--- src/tlm_pkg.sv ---
// ----------------------------------------------------------------------------
// tlm_pkg: shared types and constants of the two-layer perceptron
// Command codes, payload widths and default dimensions.
// ----------------------------------------------------------------------------
package tlm_pkg;

  localparam int unsigned InDimDef  = 4;
  localparam int unsigned HidDimDef = 64;
  localparam int unsigned OutDimDef = 1;
  localparam int unsigned LanesDef  = 8;

  // Accumulator width: 32-bit products summed over up to 256 terms plus bias
  localparam int unsigned AccW = 42;

  typedef enum logic [2:0] {
    CmdFeature = 3'd0,
    CmdW1      = 3'd1,
    CmdB1      = 3'd2,
    CmdW2      = 3'd3,
    CmdB2      = 3'd4
  } cmd_e;

  typedef enum logic [2:0] {
    StIdle,
    StL1Run,
    StL1Drain,
    StL2Run,
    StL2Drain,
    StEmit
  } state_e;

  // Control handed from the sequencer to the cell row
  typedef struct packed {
    logic clear;   // load bias into accumulator
    logic shift;   // take the neighbour's accumulator
    logic mac;     // accumulate one product
  } cell_ctrl_t;

  // ReLU, floor to Q8.8, saturate to 32767
  function automatic logic [14:0] relu_q88(input logic signed [AccW-1:0] acc);
    logic signed [AccW-1:0] q;
    q = acc >>> 8;
    if (acc <= 0) begin
      return 15'd0;
    end else if (q > 32767) begin
      return 15'h7fff;
    end else begin
      return q[14:0];
    end
  endfunction

endpackage

--- src/tlm_cell.sv ---
// ----------------------------------------------------------------------------
// tlm_cell: one multiply-accumulate cell of the chain
// Accumulates one neuron; passes the feature word on to its neighbour.
// ----------------------------------------------------------------------------
module tlm_cell (
  input  logic                             clk_i,
  input  logic                             rst_ni,
  input  tlm_pkg::cell_ctrl_t              ctrl_i,
  input  logic signed [15:0]               x_i,
  input  logic signed [15:0]               w_i,
  input  logic signed [15:0]               bias_i,
  input  logic signed [tlm_pkg::AccW-1:0]  acc_i,
  output logic signed [15:0]               x_o,
  output logic signed [tlm_pkg::AccW-1:0]  acc_o
);
  logic signed [15:0]              x_q;
  logic signed [31:0]              prod;
  logic signed [tlm_pkg::AccW-1:0] acc_d, acc_q;

  assign prod = x_i * w_i;

  // Clear to bias, take the neighbour's sum, or add one product
  always_comb begin
    acc_d = acc_q;
    if (ctrl_i.clear) begin
      acc_d = tlm_pkg::AccW'(bias_i) <<< 8;
    end else if (ctrl_i.shift) begin
      acc_d = acc_i;
    end else if (ctrl_i.mac) begin
      acc_d = acc_q + tlm_pkg::AccW'(prod);
    end
  end

  always_ff @(posedge clk_i or negedge rst_ni) begin
    if (!rst_ni) begin
      x_q <= '0;
    end else begin
      x_q <= x_i;
    end
  end

  always_ff @(posedge clk_i) begin
    acc_q <= acc_d;
  end

  assign x_o   = x_q;
  assign acc_o = acc_q;
endmodule
--- config.mk ---
export PLATFORM = sky130hd
export DESIGN_NAME = tlm_cell
export DESIGN_NICKNAME = d
export VERILOG_FILES = /design/src/tlm_pkg.sv /design/src/tlm_cell.sv
export SDC_FILE = /design/constraint.sdc
export NUM_CORES = 1
export LEC_CHECK = 0
export BUFFER_PORTS_ARGS = -buffer_cell sky130_fd_sc_hd__buf_4
export CELL_PAD_IN_SITES_DETAIL_PLACEMENT = 2
export CELL_PAD_IN_SITES_GLOBAL_PLACEMENT = 2
export CORE_AREA = 5 5 260 160
export DETAILED_ROUTE_END_ITERATION = 8
export DIE_AREA = 0 0 265 165
export PLACE_DENSITY_LB_ADDON = 0.1
export SETUP_SLACK_MARGIN = 0.05
export SLEW_MARGIN = 20
export SYNTH_ARGS = -nofsm -noshare
export SYNTH_HDL_FRONTEND = slang
export SYNTH_SLANG_ARGS = --single-unit
--- constraint.sdc ---
create_clock -name clk_i -period 6.48 [get_ports clk_i]
set_clock_uncertainty 0.1 [all_clocks]
set_input_delay 0.972 -clock clk_i [delete_from_list [all_inputs] [get_ports clk_i]]
set_output_delay 0.972 -clock clk_i [all_outputs]
set_load 0.01 [all_outputs]
==> summary.md <==
| Metric | Value |
|---|---|
| Status | complete, but fails checks |
| Failing checks | setup timing |
| Pre-antenna DRT Iters | 6 |
| Chip Width | 265 µm |
| Drt wl/cell | just under 30 µm |
| Tcrit/Tclk final | 109% |
| FMAX | 142 MHz |
| Yosys cell types | 56 |
| # Max-Cap Violations | 0 |
| Post-synth EDFFs | 34 |
| Deepest level of the CTS H-tree | 3 |
| Cell Count, Final, Fillers Out | 2447 |
| # nets final | 2472 |
| CP endpoint kind | flip-flop |
| Initial antenna violation count | 2 |
| Hold Slack | 0.402 ns |
| Yosys top cell area share | 45.1% |
| Layout area overhead | 32.7% |
| I/O pin cnt | 153 |
| WP data required | between 6 and 7 ns |
| Vias in the first global route | 15200 |
| CORE AREA | 0.0388 mm² |
| Mapped Area | 0.0150 mm² |
| DR vias | 13100 |
| Share of post-route cells with drive strength above 1 | 29.7% |
| PnR worst setup slack | -0.580 ns |
| Max-slew headroom | around two fifths |
| Slew Viols, Final | 0 |
| Primary FF master, synth | edfxtp_1 |
| Final ANT Viol Nets | 0 |
| Synth Warn # | 0 |
| Core Util, Final | 51.2% |
| Setup slack, reg-to-reg | roughly 0.50 ns |
| Worst-margin pin slew | 0.872 ns |
| Count leader, synth | inv_1 |
| ANT cells | 0 |
| Root buffer cell | clkbuf_16 |
| Worst Hold Class | primary input to async pin |
| Clock slew seen by the registers of the worst setup and hold paths | approximately 0.07 ns |
| Die height | 165 µm |
| Maximum number of pins on one net before global-route repair | 59 |
| Clock sinks | 58 |
| Row cnt | 56 |
| Post-synth top cells | inv_1, fa_1, nand2_1 |
| Ys async rst share | 27.6% |
| CTS tree | built |
| Routability cong. | between 0.8 and 0.9 |
| HPWL after detailed placement | around 50000 µm |
| Syn Inst Count | 1581 |
| Area leader, netlist | fa_1 |
| Synth area leaders | fa_1, inv_1, ha_1, edfxtp_1, and2_1 |
| Total die area | 0.0437 mm² |
| Final setup violation count | 24 |
| Mapped Nets | 2133 |
| Fin. Hold Viols | 0 |
| RSZ-0062 raised after global routing | yes |
| Clock Tree Buf Depth | 2 |
| Residual DRC | 0 |
| GRT Residual Overflow | 0 |
| Cells after DPL | 2389 |
| Post-route cell area | 0.0199 mm² |
| Drt via density | 5.35 |
| CP arrival | between 7 and 8 ns |
| Synth Register Bits | 58 |
| DRT iter0 DRCs | 845 |
| Buffers on Ports | 152 |
| First-pass GRT wire length | between 90000 and 100000 µm |
| Total routed wirelength | between 70000 and 80000 µm |
| Worst skew pair latency | 0.37 ns |
| Syn Area/Cell | about 9.5 µm² |
| Seq/Total Area, Yosys | 10.6% |
| WS Path Type | primary input to flip-flop |
| Initial core utilization | 38.6% |
| Placed instance area | 0.0183 mm² |
| Total track usage | 29.5% |
| Fin crit period | 7.06 ns |
| CTS Buf Count | 9 |
| Crit-path max FO | 6 |
| Startpoint class of the critical path | primary input |
-- layout by cell type, fill, tap and decap left out, types with 6 or more instances in the layout --
cell type  count
inv_1        387
buf_4        331
fa_1         315
nand2_1      149
and2_1       113
ha_1          96
nor2_1        43
edfxtp_1      34
a21oi_1       32
buf_6         28
o21ai_0       23
fa_2          23
inv_2         21
ha_4          21
xnor2_1       20
dfrtp_1       16
a21oi_2       14
a21o_1        12
and2_4        11
a21oi_4       11
o21a_1        11
o21ai_1       11
clkbuf_16     10
buf_12        10
xor2_1         9
mux2i_1        9
nand2_2        8
dfxtp_1        8
o21ai_2        7
nor3_1         7
nand3_1        7
nor2_4         6
nand2b_1       6
and3_1         6
-- state kept, by name, summed over array words and instances (netlist names) --
register,flops
x_o,16
acc_o,42
-- per-layer routing --
metal  GRT usage, %  wire length (µm)
met2           47.6             33400
met5              0                 7
met1           42.5             31200
met3           5.63              4930
met4           5.03              1720
-- stage by stage --
step,TNS (ns),setup WS [ns]
6_report,-9.54,-0.580
3_5_place_dp,-17.86,-0.879
2_1_floorplan,-0.496,-0.227
3_3_place_gp,-11.81,-0.672
5_1_grt,-12.31,-0.651
4_1_cts,-4.40,-0.309
-- kinds of logic after synthesis --
family,Yosys count,share of synthesized area (%)
AOI/OAI and AO/OA,171,7.24
xor gates and xnor gates,37,2.16
adders and majority gates,457,55.1
buffers and inverters,458,11.5
DFF,58,10.6
muxes,16,1.13
and+or+nand+nor,384,12.4
-- worst paths after layout --
check | cells after the start | end | from
hold / removal | 1 | x_o[15] | rst_ni
setup reg to reg | 21 | acc_o[29] | acc_o[15]
hold reg to reg | 4 | acc_o[2] | acc_o[2]
min in group clk_i | 4 | acc_o[2] | acc_o[2]
setup / recovery | 24 | acc_o[26] | x_i[15]
max in group asynchronous | 1 | x_o[2] | rst_ni
-- critical path: stages --
cell and delay [ns]:
buf_16 0.13, and2_4 0.14, fa_2 0.58, buf_4 0.12, inv_2 0.04, fa_2 0.46, buf_4 0.17, fa_1 0.49
inv_1 0.07, fa_1 0.51, fa_1 0.51, inv_1 0.09, fa_1 0.54, inv_1 0.07, ha_1 0.34, a21oi_2 0.30
buf_4 0.17, nor2b_1 0.04, o21ai_0 0.27, o21ai_0 0.26, a211oi_4 0.28, xor2_1 0.20, o21ai_1 0.09, and2_1 0.21
-- what timing repair did --
action | 4_1_cts | 5_1_grt
gates resized for setup | 95 | 134
setup buffers | 21 | 21
setup endpoints to repair | 27 | 31
hold buffers | 0 | 0
pin swaps | 54 | 83
cloned | 0 | 1
-- cell type report --
type                       instances  area, µm²
tap                              522        653
sequential                        58       1580
fill                            4040      18900
clock inverter                     7       70.1
multi-input combinational       1065      12700
clock buffer                       9        225
timing repair buffer             375       3110
inverter                         411       1550
Power is not shown: default switching activity piles up to over one toggle a cycle in this logic, so the estimate is an artifact.
