### src/tlm_ram.sv
// ----------------------------------------------------------------------------
// tlm_ram: generic single-port-write, single-read RAM
// One write port, one read port, registered read data.
// ----------------------------------------------------------------------------
module tlm_ram #(
  parameter int unsigned Width = 16,
  parameter int unsigned Depth = 64
) (
  input  logic                     clk_i,
  input  logic                     we_i,
  input  logic [$clog2(Depth)-1:0] waddr_i,
  input  logic [Width-1:0]         wdata_i,
  input  logic [$clog2(Depth)-1:0] raddr_i,
  output logic [Width-1:0]         rdata_o
);
  logic [Width-1:0] mem_q [Depth];
  logic [Width-1:0] rdata_q;

  // Write and registered read
  always_ff @(posedge clk_i) begin
    if (we_i) begin
      mem_q[waddr_i] <= wdata_i;
    end
    rdata_q <= mem_q[raddr_i];
  end

  assign rdata_o = rdata_q;
endmodule

### config.mk
export PLATFORM = sky130hd
export DESIGN_NAME = tlm_ram
export DESIGN_NICKNAME = d
export VERILOG_FILES = /design/src/tlm_ram.sv
export SDC_FILE = /design/constraint.sdc
export NUM_CORES = 1
export LEC_CHECK = 0
export ABC_CLOCK_PERIOD_IN_PS = 2400
export BUFFER_PORTS_ARGS = -buffer_cell sky130_fd_sc_hd__buf_2
export CORE_ASPECT_RATIO = 0.75
export CORE_MARGIN = 1
export CORE_UTILIZATION = 50
export CTS_BUF_LIST = sky130_fd_sc_hd__clkbuf_16
export DETAILED_ROUTE_END_ITERATION = 10
export PLACE_DENSITY_LB_ADDON = 0.1
export SLEW_MARGIN = 30
export SYNTH_ARGS = -nofsm -noshare
export SYNTH_HDL_FRONTEND = slang
export SYNTH_SLANG_ARGS = --single-unit
### constraint.sdc
create_clock -name clk_i -period 2.4 [get_ports clk_i]
set_input_delay 0.48 -clock clk_i [delete_from_list [all_inputs] [get_ports clk_i]]
set_output_delay 0.48 -clock clk_i [all_outputs]
set_load 0.02 [all_outputs]
==> reports/qor.csv, run 1 <==
stage;metric;value;unit
detailed_routing;Pre-antenna DRT Iters;8;
pwr;Net Switching;8.11;mW
sta;RSZ-0062 raised after global routing;false;
critical_path;CP endpoint kind;register;
clock_network;postcts setup bufs;0;
detailed_routing;DRT antenna net count;0;
pwr;internal power;29.4;mW
clock_network;worst skew pair latency;670;ps
placement;Port Buffers;45;
sta;max frequency;0.474;GHz
yosys;Cells after Synth;1829;
sta;final slew viol count;0;
detailed_routing;DR vias;19800;
sta;Final Critical Period;2110;ps
floorplanning;I/O pin total;46;
sta;clock skew;27.1;ps
yosys;Async SR Flop Fraction;0;%
pwr;worst vdd ir;0.597;mV
clock_network;CTS tree;built;
global_routing;vias in the first global route;19800;
yosys;Primary FF master, synth;edfxtp_1;
floorplanning;core area;79000;um2
finish;Finished Layout Cells;3251;
sta;Worst-Margin Slew;882;ps
pwr;clock power share;40.4;%
sta;Hold Fails Final Rpt;0;
pwr;net switching fraction of the power;21.6;%
flow_run;max-cap viol count;0;
clock_network;clock sinks;1040;
placement;post-placement cell count;3068;
pwr;Seq pwr share;53.7;%
critical_path;startpoint types;input port;
placement;HPWL after DPL;62400;um
detailed_routing;vias per cell;6.08;
clock_network;CTS Buf Count;99;
clock_network;CTS Buffer Depth;3;
yosys;Ys Warns;0;
clock_network;post_cts resized;0;
placement;routability cong.;0.844;
outcome;violated checks;design-rule violations;
critical_path;master of the slowest instance on the critical path;mux4_2;
floorplanning;FP Rows;89;
sta;Relative slew margins;41.2;%
floorplanning;Die H;247;um
yosys;post-synthesis sequential area ratio;77.6;%
yosys;Syn Area/Cell;21.9;um2
critical_path;Worst path max stage delay;530;ps
clock_network;CTS clk-pin slew, worst paths;60;ps
detailed_routing;Routed WL per cell;30.9;um
floorplanning;die area;81200;um2
sta;fin crit share;87.9;%
global_routing;first-pass GRT wire length;145000;um
detailed_routing;DRC violations left;8;
critical_path;Critical Path RT;2930;ps
sta;Finish-stage setup viols;0;
floorplanning;Initial Utilization;50.7;%
pwr;Leak;15.2;nW
global_routing;gr usage total;25.5;%
yosys;Mapped Area;40000;um2
clock_network;H-tree Lvls;3;
critical_path;Crit Path Class;input port to register;
detailed_routing;DRT iter0 DRCs;2234;
detailed_routing;final WL;101000;um
yosys;Netlist cell types;43;
pwr;overall power;37.5;mW
yosys;flip-flop and latch count after synthesis;1040;
finish;Final nets;2153;
critical_path;Arr. time, crit path;2640;ps
clock_network;number of buffers inserted by hold repair at cts;0;
yosys;count of flip-flops with a built-in enable after synthesis;1024;
floorplanning;die width;329;um
outcome;status;finished with violations;
global_routing;total grt overflow;0;
global_routing;largest net degree at the start of global routing;65;
pwr;Logic pwr share;5.9;%
global_routing;initial antenna violation count;2;
critical_path;CP Cell Sequence;buf_8 -> buf_12 -> buf_4 -> mux4_2 -> mux2_2 -> a21oi_1 -> nor4_2;
finish;most frequent cells in the layout;edfxtp_1, mux4_2, buf_4;
yosys;Syn Nets;1859;
clock_network;Root Driver;clkbuf_16;
hold_path;min-delay worst type;input port to register;
finish;Area growth syn-to-layout;16.6;%
finish;most common cell after layout, fill and taps aside;edfxtp_1;
pwr;Power per Cell Area;804;nW/um2
finish;layout cells sized above 1;31.5;%
critical_path;worst-path fanout max;24;
==> worst max-delay path: cells and delay by family <==
kind / cells / cell delay, ps
muxes: 2 / 800
buffers and inverters: 3 / 750
AOI/OAI and AO/OA: 1 / 430
and+or+nand+nor: 1 / 110
==> final timing paths <==
path	to	from	cells after the start	slack, ps
worst min register to register	rdata_o[14]$_DFF_P_	mem_q[18][14]$_DFFE_PP_	4	860
worst min-delay path	mem_q[3][1]$_DFFE_PP_	wdata_i[1]	1	330
worst max register to register	rdata_o[13]$_DFF_P_	mem_q[18][13]$_DFFE_PP_	6	440
worst max-delay path	rdata_o[8]$_DFF_P_	raddr_i[0]	7	290
==> state kept, by name, summed over array words and instances (netlist names) <==
name     flops
mem_q     1024
rdata_o     16
==> per-stage QoR <==
stage / setup TNS, ps / util, % / hold WS [ps] / worst slack (ps) / area (um2)
after floorplan: -4390 / - / 579 / -37.8 / 40100
after global placement: -3730 / 55.2 / 850 / -384 / 43600
after detailed placement: -3900 / 55.2 / 849 / -394 / 43600
after CTS: 0 / 59.1 / 303 / 331 / 46700
after global routing: 0 / 59.1 / 313 / 200 / 46700
final: 0 / 59.1 / 325 / 290 / 46700
==> cell usage after synthesis (all sizes together), types with 8 or more instances <==
library cell,instances,area share (%)
edfxtp,1024,77
mux4,224,13
mux2i,85,2.1
buf,77,1.6
nor2,74,0.71
nand2,60,0.58
a22oi,39,0.73
nor2b,30,0.47
clkbuf,27,0.27
mux2,27,0.76
nand3,24,0.30
a21oi,17,0.21
a221oi,16,0.35
dfxtp,16,0.80
nand4,12,0.19
a211o,8,0.17
a211oi,8,0.15
a311oi,8,0.17
a31oi,8,0.12
o21ai,8,0.10
==> layer usage <==
layer	vias up	share of wire, %	GRT usage, %
met2	797	44	36.6
met3	133	9.0	5.86
met4	2	2.0	5.99
met1	10600	45	39.6
li1	8281	-	-
met5	-	0.0070	0
==> power by group through the flow <==
stage                     Sequential (mW)  Combinational (mW)  Clock [mW]
after detailed placement             20.6                2.22           0
after global routing                 20.2                2.34        16.1
after floorplan                      20.6                1.04           0
after CTS                            20.2                2.22        15.4
final                                20.2                2.21        15.1
after global placement               20.5                2.19           0
==> logic make-up after synthesis <==
group	synth area share, %
buffers and inverters	1.83
and+or+nand+nor	2.65
DFF	77.6
AOI/OAI and AO/OA	2.41
muxes	15.5
==> area by class of cell <==
class	instances	area (um2)
Antenna cell	1	2.50
Multi-Input combinational cell	685	8250
Sequential cell	1040	31100
Fill cell	5703	32300
Clock buffer	100	2500
Timing Repair Buffer	297	2940
Clock inverter	82	603
Tap cell	1046	1310
(Power assumes the default switching activity.)
==> inputs of run 2 (changes only) <==
CORE_UTILIZATION = 55   (was 50)
==> reports/qor.csv, run 2 (synthesized netlist as in run 1, its figures left out) <==
stage;metric;value;unit
clock_network;Root Driver;clkbuf_16;
critical_path;crit path to;rdata_o[2]$_DFF_P_;
critical_path;Crit Path Class;register to register;
clock_network;CTS tree;built;
detailed_routing;DR vias;19900;
critical_path;R2R Setup Slk;370;ps
clock_network;CTS clk-pin slew, worst paths;60;ps
clock_network;post_cts resized;0;
finish;Top reg by flops;mem_q;
placement;post-placement cell count;2995;
sta;Hold Fails Final Rpt;0;
clock_network;worst skew pair latency;680;ps
placement;HPWL after DPL;60300;um
floorplanning;die area;73900;um2
critical_path;Reg2Reg Depth;5;
critical_path;Reg-to-Reg End;rdata_o[2]$_DFF_P_;
floorplanning;Die H;236;um
finish;Finished Layout Cells;3172;
global_routing;total grt overflow;0;
critical_path;CP startpoint;mem_q[15][2]$_DFFE_PP_;
critical_path;Critical Path RT;2950;ps
global_routing;largest net degree at the start of global routing;65;
critical_path;Worst path max stage delay;480;ps
finish;max FFs per register;1024;
clock_network;postcts setup bufs;0;
detailed_routing;final WL;96500;um
detailed_routing;Routed WL per cell;30.4;um
floorplanning;I/O pin total;46;
clock_network;number of buffers inserted by hold repair at cts;0;
critical_path;master of the slowest instance on the critical path;mux4_2;
sta;max frequency;0.493;GHz
sta;Worst-Margin Slew;834;ps
detailed_routing;vias per cell;6.29;
global_routing;vias in the first global route;20100;
finish;Area growth syn-to-layout;16.7;%
critical_path;Arr. time, crit path;2580;ps
clock_network;H-tree Lvls;3;
clock_network;CTS Buf Count;97;
sta;Relative slew margins;44.4;%
detailed_routing;Pre-antenna DRT Iters;5;
critical_path;CP Cell Sequence;mux4_2 -> mux2_2 -> nand2_1 -> nand4_1 -> and4_1;
finish;Final nets;2167;
sta;RSZ-0062 raised after global routing;false;
clock_network;clock sinks;1040;
sta;final setup TNS;0;ps
clock_network;CTS Buffer Depth;3;
pwr;Power per Cell Area;806;nW/um2
critical_path;startpoint types;register;
flow_run;max-cap viol count;0;
outcome;status;finished clean;
finish;final instance area;46700;um2
critical_path;worst-path fanout max;1;
floorplanning;FP Rows;85;
sta;Final Critical Period;2030;ps
pwr;worst vdd ir;0.685;mV
finish;most frequent cells in the layout;edfxtp_1, mux4_2, buf_4;
sta;fin crit share;84.5;%
placement;routability cong.;0.872;
critical_path;Reg-to-Reg Start;mem_q[15][2]$_DFFE_PP_;
placement;Port Buffers;45;
sta;final slew viol count;0;
global_routing;initial antenna violation count;6;
finish;layout cells sized above 1;32.1;%
floorplanning;Initial Utilization;55.7;%
detailed_routing;DRT iter0 DRCs;2438;
placement;Placement Cell Area;43600;um2
finish;fin util;65.0;%
pwr;Leak;15.3;nW
pwr;overall power;37.6;mW
sta;clock skew;25.7;ps
detailed_routing;DRT antenna net count;0;
floorplanning;core area;71900;um2
detailed_routing;DRC violations left;0;
floorplanning;die width;314;um
sta;Finish-stage setup viols;0;
global_routing;first-pass GRT wire length;140000;um
global_routing;gr usage total;26.8;%
critical_path;CP endpoint kind;register;
hold_path;min-delay worst type;input port to register;
finish;most common cell after layout, fill and taps aside;edfxtp_1;
[run 2: worst min-delay path by stage]
stage	end	slack, ps	from	cells past startpoint
3_5_place_dp	rdata_o[8]$_DFF_P_	890	mem_q[3][8]$_DFFE_PP_	5
5_1_grt	mem_q[14][6]$_DFFE_PP_	300	wdata_i[6]	2
4_1_cts	mem_q[51][9]$_DFFE_PP_	300	wdata_i[9]	2
6_report	mem_q[15][6]$_DFFE_PP_	300	wdata_i[6]	2
3_3_place_gp	rdata_o[10]$_DFF_P_	890	mem_q[48][10]$_DFFE_PP_	4
2_1_floorplan	mem_q[0][0]$_DFFE_PP_	580	wdata_i[0]	0
[run 2: report_power, final]
part           total (mW)  internal (mW)  switching [mW]
clock                15.2           8.56            6.68
combinational        2.23          0.907            1.32
sequential           20.2           20.1          0.0766
[run 2: final cells by class]
type	instances	area, um2
clock buffers	97	2430
diodes	1	2.50
well taps	957	1200
flip-flops and latches	1040	31100
fillers	4857	25200
repair buffers	313	3080
clock inverters	79	701
multi-input cells	685	8250
[run 2: stage by stage]
step	worst slack [ps]	hold slack, ps
5_1_grt	276	298
6_report	373	297
3_5_place_dp	-271	892
4_1_cts	408	301
2_1_floorplan	-37.8	579
3_3_place_gp	-260	890
[run 2: metal layers]
metal | part of all wire (%) | track usage (%) | routed length, um | vias to the layer above
met1 | 44 | 42.3 | 42500 | 10700
met3 | 10 | 7.30 | 9760 | 120
met2 | 44 | 37.1 | 42000 | 843
li1 | - | - | - | 8298
met4 | 2.2 | 6.86 | 2150 | 4
met5 | 0.021 | 0 | 20 | -
[run 2: worst max-delay path, delay by kind of cell, from the launching register on]
family / cells / cell delay (ps)
flops: 1 / 370
simple gates: 3 / 760
mux: 2 / 780
